`config.mk`:
```
export PLATFORM = sky130hd
export DESIGN_NAME = round_robin_task_table_scheduler_core
export DESIGN_NICKNAME = d
export VERILOG_FILES = /design/src/rtl/rrts_pkg.sv /design/src/rtl/round_robin_task_table_scheduler_core.sv
export SDC_FILE = /design/constraint.sdc
export NUM_CORES = 2
export LEC_CHECK = 0
export BUFFER_PORTS_ARGS = -buffer_cell sky130_fd_sc_hd__buf_2
export CORE_ASPECT_RATIO = 0.6
export CORE_MARGIN = 2
export CORE_UTILIZATION = 47
export DETAILED_ROUTE_END_ITERATION = 8
export HOLD_SLACK_MARGIN = 0.12
export PLACE_DENSITY = 0.67
export SLEW_MARGIN = 10
export SYNTH_ARGS = -nofsm -noshare
export SYNTH_HDL_FRONTEND = slang
export SYNTH_SLANG_ARGS = --single-unit
```
`constraint.sdc`:
```
create_clock -name clk -period 23.3 [get_ports clk]
set_input_delay 2.33 -clock clk [delete_from_list [all_inputs] [get_ports clk]]
set_output_delay 2.33 -clock clk [all_outputs]
set_load 0.005 [all_outputs]
```
`src/rtl/rrts_pkg.sv`:
```
`default_nettype none
package rrts_pkg;

	localparam int SLOT_COUNT    = 16;
	localparam int SLOT_W        = $clog2(SLOT_COUNT);
	localparam int CNT_W         = $clog2(SLOT_COUNT + 1);
	localparam int ID_W          = 32;
	localparam int TICK_W        = 64;
	localparam int MS_W          = 32;
	localparam int SLICE_W       = 16;
	localparam int TPS_W         = 14;
	localparam int CFG_DATA_W    = 16;
	localparam int CFG_IDX_W     = 1;
	localparam int PROD_W        = MS_W + TPS_W;
	localparam int MUL_W         = 32;
	localparam int DIV_STEPS     = 4;
	localparam int DIV_CNT_W     = 2;
	localparam int REM_W         = 10;
	localparam int MS_PER_SECOND = 1000;
	// x / 1000 == (x * RECIP_MS) >> RECIP_SHIFT for every 32-bit x
	localparam logic [MUL_W-1:0] RECIP_MS = 32'h10624DD3;
	localparam int RECIP_SHIFT   = 38;

	localparam logic [CFG_IDX_W-1:0] CFG_SLICE_LENGTH = 1'd0;
	localparam logic [CFG_IDX_W-1:0] CFG_TICKS_PER_SEC = 1'd1;

	typedef enum logic [2:0] {
		ST_EMPTY    = 3'd0,
		ST_READY    = 3'd1,
		ST_RUNNING  = 3'd2,
		ST_SLEEPING = 3'd3,
		ST_DEAD     = 3'd4
	} slot_st_t;

	typedef enum logic [2:0] {
		K_SCHEDULE = 3'd0,
		K_YIELD    = 3'd1,
		K_WAKE     = 3'd2,
		K_CREATE   = 3'd3,
		K_KILL     = 3'd4,
		K_SLEEP    = 3'd5,
		K_EXIT     = 3'd6,
		K_NONE     = 3'd7
	} kind_t;

	typedef enum logic [3:0] {
		S_IDLE,
		S_WAKE,
		S_CREATE,
		S_KILL,
		S_MUL,
		S_DIV,
		S_ADD,
		S_SCHK,
		S_SCHED,
		S_LIVE,
		S_DONE
	} fsm_t;

endpackage
`default_nettype wire

```
`src/rtl/round_robin_task_table_scheduler_core.sv`:
```
`default_nettype none
// round-robin task table for one cpu. each request (schedule, yield, wake expired, create,
// kill, sleep, exit) is run by a small sequencer that walks the slot table one slot per
// cycle through a single shared compare path, then walks it once more to count live
// tasks, and returns one result. sleep first adds the millisecond to tick conversion, a
// reciprocal divide by 1000 on one shared 32x32 multiplier. in_ready is high only while
// the sequencer is idle; a finished result waits in the output register and the next
// request can be taken meanwhile.
// configuration writes land at once and are meant for idle periods only.
module round_robin_task_table_scheduler_core
	import rrts_pkg::*;
(
	input  wire logic                  clk,
	input  wire logic                  arst_n,
	input  wire logic                  cfg_write_en,
	input  wire logic [CFG_IDX_W-1:0]  cfg_index,
	input  wire logic [CFG_DATA_W-1:0] cfg_data,
	input  wire logic                  in_valid,
	output logic                       in_ready,
	input  wire logic [2:0]            kind,
	input  wire logic [TICK_W-1:0]     now_tick,
	input  wire logic [ID_W-1:0]       target_id,
	input  wire logic [MS_W-1:0]       sleep_ms,
	output logic                       out_valid,
	input  wire logic                  out_ready,
	output logic                       status,
	output logic [ID_W-1:0]            created_id,
	output logic                       switched,
	output logic [SLOT_W-1:0]          running_slot,
	output logic [ID_W-1:0]            running_id,
	output logic [CNT_W-1:0]           live_count
);

	// configuration
	logic [SLICE_W-1:0] slice_len_q;
	logic [TPS_W-1:0]   tps_q;

	// slot table
	slot_st_t          slot_st_q [SLOT_COUNT];
	logic [ID_W-1:0]   slot_id_q [SLOT_COUNT];
	logic [TICK_W-1:0] slot_wake_q [SLOT_COUNT];

	logic [CNT_W-1:0]   hw_q;
	logic [ID_W-1:0]    next_id_q;
	logic [SLOT_W-1:0]  cur_q;
	logic [SLICE_W:0]   slice_q;

	// sequencer
	fsm_t state_q, nxt_state;
	logic [SLOT_W-1:0]  idx_q;
	logic [CNT_W-1:0]   cnt_q;
	logic [CNT_W-1:0]   live_acc_q;

	// captured request
	kind_t              kind_q;
	logic [TICK_W-1:0]  now_q;
	logic [ID_W-1:0]    target_q;
	logic [MS_W-1:0]    ms_q;

	// result scratch
	logic               res_status_q;
	logic [ID_W-1:0]    res_created_q;
	logic               res_sw_q;

	// millisecond to tick conversion on one shared multiplier
	logic [MUL_W-1:0]     mul_a;
	logic [MUL_W-1:0]     mul_b;
	logic [2*MUL_W-1:0]   mul_p;
	logic [MS_W-1:0]      ms_quo_q;
	logic [REM_W-1:0]     ms_rem_q;
	logic [PROD_W-1:0]    whole_q;
	logic [MUL_W-1:0]     frac_q;
	logic [PROD_W-1:0]    ticks_q;
	logic [DIV_CNT_W-1:0] div_cnt_q;

	// shared scan path
	slot_st_t          st;
	slot_st_t          cur_st;
	logic              last;
	logic [CNT_W-1:0]  idx_inc;
	logic [SLOT_W-1:0] idx_circ;
	logic [CNT_W-1:0]  cur_inc;
	logic [SLOT_W-1:0] cur_circ;
	logic [SLICE_W:0]  slice_inc;
	logic              keep_slice;
	logic              create_take;
	logic              kill_hit;
	logic              wake_hit;
	logic              live_hit;
	logic [TICK_W-1:0] ticks;
	logic              out_free;

	assign st      = slot_st_q[idx_q];
	assign cur_st  = slot_st_q[cur_q];
	assign last    = (cnt_q == hw_q - 1'b1);
	assign idx_inc = {1'b0, idx_q} + 1'b1;
	assign idx_circ = (idx_inc == hw_q) ? '0 : idx_inc[SLOT_W-1:0];
	assign cur_inc = {1'b0, cur_q} + 1'b1;
	assign cur_circ = (cur_inc == hw_q) ? '0 : cur_inc[SLOT_W-1:0];

	// a running task under plain schedule keeps the cpu until its slice is used
	assign slice_inc  = slice_q + 1'b1;
	assign keep_slice = (cur_st == ST_RUNNING) && (kind_q == K_SCHEDULE)
		&& (slice_inc < {1'b0, slice_len_q});

	// first dead slot, or the fresh slot at the high-water mark
	assign create_take = (st == ST_DEAD) || (cnt_q == hw_q);
	assign kill_hit    = (slot_id_q[idx_q] == target_q) && (st != ST_DEAD);
	assign wake_hit    = (st == ST_SLEEPING) && (now_q >= slot_wake_q[idx_q]);
	assign live_hit    = (st != ST_EMPTY) && (st != ST_DEAD);

	// ms * tps / 1000 split as (ms / 1000) * tps + ((ms % 1000) * tps) / 1000
	always_comb begin
		mul_a = ms_q;
		mul_b = RECIP_MS;
		if (state_q == S_DIV) begin
			case (div_cnt_q)
				2'd0: begin
					mul_a = ms_quo_q;
					mul_b = MUL_W'(MS_PER_SECOND);
				end
				2'd1: begin
					mul_a = ms_quo_q;
					mul_b = {{(MUL_W-TPS_W){1'b0}}, tps_q};
				end
				2'd2: begin
					mul_a = {{(MUL_W-REM_W){1'b0}}, ms_rem_q};
					mul_b = {{(MUL_W-TPS_W){1'b0}}, tps_q};
				end
				default: begin
					mul_a = frac_q;
					mul_b = RECIP_MS;
				end
			endcase
		end
	end

	assign mul_p = (2*MUL_W)'(mul_a) * (2*MUL_W)'(mul_b);

	// a nonzero sleep never rounds down to zero ticks
	assign ticks = ((ticks_q == '0) && (ms_q != '0)) ? TICK_W'(1)
		: {{(TICK_W-PROD_W){1'b0}}, ticks_q};

	assign out_free = !out_valid || out_ready;
	assign in_ready = (state_q == S_IDLE);

	always_ff @(posedge clk or negedge arst_n) begin
		if (!arst_n) begin
			state_q <= S_IDLE;
		end else begin
			state_q <= nxt_state;
		end
	end

	always_comb begin
		nxt_state = state_q;
		case (state_q)
			S_IDLE: begin
				if (in_valid) begin
					case (kind_t'(kind))
						K_SCHEDULE, K_YIELD, K_EXIT: nxt_state = S_SCHK;
						K_WAKE:   nxt_state = S_WAKE;
						K_CREATE: nxt_state = (hw_q == CNT_W'(SLOT_COUNT)) ? S_LIVE : S_CREATE;
						K_KILL:   nxt_state = (hw_q == CNT_W'(1)) ? S_LIVE : S_KILL;
						K_SLEEP:  nxt_state = S_MUL;
						default:  nxt_state = S_LIVE;
					endcase
				end
			end
			S_WAKE:   if (last) nxt_state = S_LIVE;
			S_CREATE: if (create_take) nxt_state = S_LIVE;
			S_KILL:   if (kill_hit || last) nxt_state = S_LIVE;
			S_MUL:    nxt_state = S_DIV;
			S_DIV:    if (div_cnt_q == DIV_CNT_W'(DIV_STEPS - 1)) nxt_state = S_ADD;
			S_ADD:    nxt_state = S_SCHK;
			S_SCHK:   nxt_state = keep_slice ? S_LIVE : S_SCHED;
			S_SCHED:  if ((st == ST_READY) || last) nxt_state = S_LIVE;
			S_LIVE:   if (last) nxt_state = S_DONE;
			S_DONE:   if (out_free) nxt_state = S_IDLE;
			default:  nxt_state = S_IDLE;
		endcase
	end

	// control state and the part of the table with a known reset
	always_ff @(posedge clk or negedge arst_n) begin
		if (!arst_n) begin
			for (int i = 0; i < SLOT_COUNT; i++) begin
				slot_st_q[i] <= ST_EMPTY;
				slot_id_q[i] <= '0;
			end
			slot_st_q[0] <= ST_RUNNING;
			slice_len_q  <= SLICE_W'(10);
			tps_q        <= TPS_W'(1000);
			hw_q         <= CNT_W'(1);
			next_id_q    <= ID_W'(1);
			cur_q        <= '0;
			slice_q      <= '0;
			out_valid    <= 1'b0;
		end else begin
			if (cfg_write_en) begin
				case (cfg_index)
					CFG_SLICE_LENGTH:  slice_len_q <= cfg_data[SLICE_W-1:0];
					CFG_TICKS_PER_SEC: tps_q <= cfg_data[TPS_W-1:0];
					default: ;
				endcase
			end
			// a new result loads as the old one leaves
			if ((state_q == S_DONE) && out_free) begin
				out_valid <= 1'b1;
			end else if (out_ready) begin
				out_valid <= 1'b0;
			end
			case (state_q)
				S_IDLE: begin
					if (in_valid && (kind_t'(kind) == K_EXIT)) begin
						slot_st_q[cur_q] <= ST_DEAD;
					end
				end
				S_WAKE: begin
					if (wake_hit) slot_st_q[idx_q] <= ST_READY;
				end
				S_CREATE: begin
					if (create_take) begin
						slot_st_q[idx_q] <= ST_READY;
						slot_id_q[idx_q] <= next_id_q;
						next_id_q <= next_id_q + 1'b1;
						if (cnt_q == hw_q) hw_q <= hw_q + 1'b1;
					end
				end
				S_KILL: begin
					if (kill_hit) slot_st_q[idx_q] <= ST_DEAD;
				end
				S_ADD: begin
					slot_st_q[cur_q] <= ST_SLEEPING;
				end
				S_SCHK: begin
					slice_q <= keep_slice ? slice_inc : '0;
				end
				S_SCHED: begin
					if (st == ST_READY) begin
						if (cur_st == ST_RUNNING) slot_st_q[cur_q] <= ST_READY;
						slot_st_q[idx_q] <= ST_RUNNING;
						cur_q    <= idx_q;
					end
				end
				default: ;
			endcase
		end
	end

	// payload and scratch registers
	always_ff @(posedge clk) begin
		case (state_q)
			S_IDLE: begin
				if (in_valid) begin
					kind_q        <= kind_t'(kind);
					now_q         <= now_tick;
					target_q      <= target_id;
					ms_q          <= sleep_ms;
					res_created_q <= '0;
					res_sw_q      <= 1'b0;
					// a full table or an empty kill range fails at once
					res_status_q  <= ((kind_t'(kind) == K_CREATE) && (hw_q == CNT_W'(SLOT_COUNT)))
						|| ((kind_t'(kind) == K_KILL) && (hw_q == CNT_W'(1)));
				end
			end
			S_CREATE: begin
				if (create_take) begin
					res_created_q    <= next_id_q;
				end
			end
			S_KILL: begin
				if (!kill_hit && last) res_status_q <= 1'b1;
			end
			S_MUL: begin
				ms_quo_q  <= MS_W'(mul_p[2*MUL_W-1:RECIP_SHIFT]);
				div_cnt_q <= '0;
			end
			S_DIV: begin
				case (div_cnt_q)
					2'd0: ms_rem_q <= REM_W'(ms_q - mul_p[MS_W-1:0]);
					2'd1: whole_q <= mul_p[PROD_W-1:0];
					2'd2: frac_q <= mul_p[MUL_W-1:0];
					default: ticks_q <= whole_q + PROD_W'(mul_p[2*MUL_W-1:RECIP_SHIFT]);
				endcase
				div_cnt_q <= div_cnt_q + 1'b1;
			end
			S_ADD: begin
				slot_wake_q[cur_q] <= now_q + ticks;
			end
			S_SCHED: begin
				if (st == ST_READY) res_sw_q <= 1'b1;
			end
			S_LIVE: begin
				if (live_hit) live_acc_q <= live_acc_q + 1'b1;
			end
			S_DONE: begin
				if (out_free) begin
					status       <= res_status_q;
					created_id   <= res_created_q;
					switched     <= res_sw_q;
					running_slot <= cur_q;
					running_id   <= slot_id_q[cur_q];
					live_count   <= live_acc_q;
				end
			end
			default: ;
		endcase

		// scan position: set on entry to a walk, else step
		if (state_q != nxt_state) begin
			case (nxt_state)
				S_KILL: begin
					idx_q <= SLOT_W'(1);
					cnt_q <= CNT_W'(1);
				end
				S_SCHED: begin
					idx_q <= cur_circ;
					cnt_q <= '0;
				end
				default: begin
					idx_q <= '0;
					cnt_q <= '0;
				end
			endcase
			if (nxt_state == S_LIVE) live_acc_q <= '0;
		end else begin
			idx_q <= (state_q == S_SCHED) ? idx_circ : idx_inc[SLOT_W-1:0];
			cnt_q <= cnt_q + 1'b1;
		end
	end

	a_cur_below_hw: assert property (@(posedge clk) disable iff (!arst_n)
		cur_q < SLOT_W'(hw_q - 1'b1) || {1'b0, cur_q} == hw_q - 1'b1)
		else $error("current slot beyond high-water mark");

	a_hw_range: assert property (@(posedge clk) disable iff (!arst_n)
		hw_q != '0 && hw_q <= CNT_W'(SLOT_COUNT))
		else $error("high-water mark out of range");

	a_busy_after_request: assert property (@(posedge clk) disable iff (!arst_n)
		in_valid && in_ready |=> state_q != S_IDLE)
		else $error("request accepted but sequencer stayed idle");

	a_live_bound: assert property (@(posedge clk) disable iff (!arst_n)
		state_q == S_DONE |-> live_acc_q <= hw_q)
		else $error("live count above high-water mark");

endmodule
`default_nettype wire
```
==> qor.csv <==
stage,metric,value,unit
route,drc,0,
floorplan,dieHeight,388.8,µm
critical_path,setup.worst_path.start,div_cnt_q[1],
sta,fmax,71.42,MHz
clocking,worstSkewPairLatency,0.90,ns
outcome,status,finished with violations,
cells_and_area,drive_gt1_share,23.50,%
critical_path,worst-setup-path-type,flip-flop to flip-flop,
placement,dpl.hpwl,226500,µm
run,maxCapViolCount,1,
synthesis,netlist.area_leader.share,36.83,%
critical_path,crit_arrival,14.58,ns
clocking,cts_made_buffers,206,
critical_path,endpoint,ticks_q[26],
clocking,clockRootBuffer,clkbuf_16,
cells_and_area,final_nets,9488,
outcome,violations,"capacitance limit, slew limit",
synthesis,syn_inst,8169,
global_route,overflow,0,
floorplan,ios,230,
sta,whs,0.4191,ns
global_route,antenna_found_initial,27,
route,drt-vias-per-instance,6.187,
global_route,grt_pass1_wl,496000,µm
clocking,ctsResizeCount,0,
sta,tns,0,ns
placement,numPortBuffers,229,
synthesis,yosysUniqueCellTypes,96,
route,post_drt_wl_per_cell,28.72,µm
floorplan,initial_core_util,47.21,%
cells_and_area,fillers,20230,
synthesis,synth_edf_count,1423,
route,first_pass_iters,6,
critical_path,cp_data_required_time,23.88,ns
synthesis,synthTopCellsByCount,"edfxtp_1 (1,423), inv_1 (762), dfrtp_1 (642)",
sta,relSlewSlack,-0.3994,%
clocking,clk_pin_slew,0.07,ns
floorplan,core_area,245800,µm²
clocking,htree_levels,4,
critical_path,ff2ff_path_depth,44,
critical_path,slowest_stage,ha_1,
floorplan,dieArea,251000,µm²
synthesis,yosysMostFrequentCell,edfxtp_1,
clocking,cts.sinks,2090,
synthesis,syn_area_per_cell,14.20,µm²
synthesis,ys_top_cells_by_area,"edfxtp_1 (37%), dfrtp_1 (14%), mux4_2 (12%)",
global_route,grt_max_degree,154,
synthesis,synth_seq_cells,2090,
sta,rsz0062_at_grt,false,
floorplan,die_w,645.4,µm
clocking,cts_tree,done,
sta,drv_slew,1,
sta,tightest_slew,1.496,ns
global_route,grt_pass1_vias,71810,
critical_path,r2r_setup_slack,9.30,ns
synthesis,synth.cell_area,116000,µm²
critical_path,cp-start-kind,flip-flop,
critical_path,cp_max_fo,32,
synthesis,ys_async_sr_fraction,31.24,%
synthesis,yosysWarnings,0,
clocking,post_cts.repair.setup_buffers,0,
critical_path,cpPeakStageDelay,0.94,ns
route,dr.first_iter.drc_count,10000,
critical_path,crit_path_end_kind,flip-flop,
sta,setup_violations,0,
global_route,grt_use_total,26.79,%
route,dr_total_vias,73080,
sta,period_share,60.09,%
critical_path,rr_startpoint,div_cnt_q[1],
clocking,cts_buffer_depth,4,
sta,period_needed,14.00,ns
min_path,hp-class,flip-flop to flip-flop,
floorplan,fp-row-count,141,
critical_path,crit_top_cell,fa_1,
sta,fin_skew,0.08629,ns
cells_and_area,area_growth,10.45,%
critical_path,reg2reg_to,ticks_q[26],
placement,gp_congestion,0.9651,
synthesis,synth_top_area_cell,edfxtp_1,
clocking,cts_hold_buf,0,
sta,finalHoldViolations,0,
route,totalWireLength,339300,µm
route,antenna_left,0,
synthesis,seq_area_frac_synth,51.17,%
synthesis,yosys_most_used_dff,edfxtp_1,
-- placed cells by master (no fill, tap or decap), drive strengths merged, types with 85 or more instances in the layout --
cell type  instances
clkbuf           261
xnor2            194
a21oi            252
fa               495
mux4             610
xor2             101
buf              392
edfxtp          1423
dfrtp            642
nor2             531
a21o              85
o21ai            256
inv              777
ha               499
nand2            317
mux2             544
-- worst min-delay path by stage --
stage,slack (ns),to,depth (start not counted),startpoint
2_1_floorplan,0.40,created_id[0],0,res_created_q[0]
3_3_place_gp,0.40,created_id[15],0,res_created_q[15]
3_5_place_dp,0.40,created_id[20],0,res_created_q[20]
4_1_cts,0.42,created_id[20],0,res_created_q[20]
5_1_grt,0.43,created_id[11],0,res_created_q[11]
6_report,0.42,created_id[20],0,res_created_q[20]
-- through the flow --
step,utilization [%],instance area (µm²),instances,setup slack (ns)
after floorplan,-,116200,8221,11.61
final,52.14,128100,11810,9.299
after global placement,49.29,121100,11420,9.825
after CTS,52.05,127900,11800,9.578
after detailed placement,49.29,121100,11420,9.659
after global routing,52.13,128100,11810,8.702
-- sequential cells by signal (all words and copies together) (netlist names), 17 cells and up --
signal,count
slot_st_q,48
ticks_q,46
running_id,32
created_id,32
ms_q,32
target_q,32
whole_q,46
now_q,64
ms_quo_q,23
res_created_q,32
next_id_q,32
slot_wake_q,1024
frac_q,32
slice_q,17
slot_id_q,512
-- metal layers --
metal	wire [µm]	up-vias	global-route usage, %
li1	-	30160	-
met1	148800	38200	41.75
met2	145100	4166	38.23
met3	36160	557	5.537
met4	9105	4	6.835
met5	34	-	0
-- critical path: cells and delay by family, from the launching register on --
family          cells  cell delay [ns]
compound gates     17             4.33
flops               1             0.66
fa+ha+maj          12             5.82
xor+xnor            2             0.30
buf+inv             7             1.29
simple gates        6             1.29
-- final cells by class --
cell class,instances,area [µm²],share of cell area [%]
flip-flops and latches,2090,59390,46.35
multi-input cells,4887,52490,40.96
clock buffers,261,5513,4.302
well taps,3289,4115,3.212
inverters,764,2873,2.242
repair buffers,392,2442,1.906
clock inverters,113,1270,0.9911
diodes,16,40.04,0.03125
-- kinds of logic (layout without fill, tap and decap cells) --
group / after synthesis / after routing / share of synthesized area [%]
AOI/OAI and AO/OA: 984 / 984 / 5.430
xor gates and xnor gates: 295 / 295 / 2.227
adders and majority gates: 994 / 994 / 13.92
buffers and inverters: 1244 / 1530 / 4.200
DFF: 2090 / 2090 / 51.17
muxes: 1219 / 1219 / 17.68
other: 2 / 70 / 0.006473
and+or+nand+nor: 1341 / 1341 / 5.360
Power is left out: the tool's default activity adds up to more than one toggle a clock period on the data nets, which glitch-free logic cannot reach.
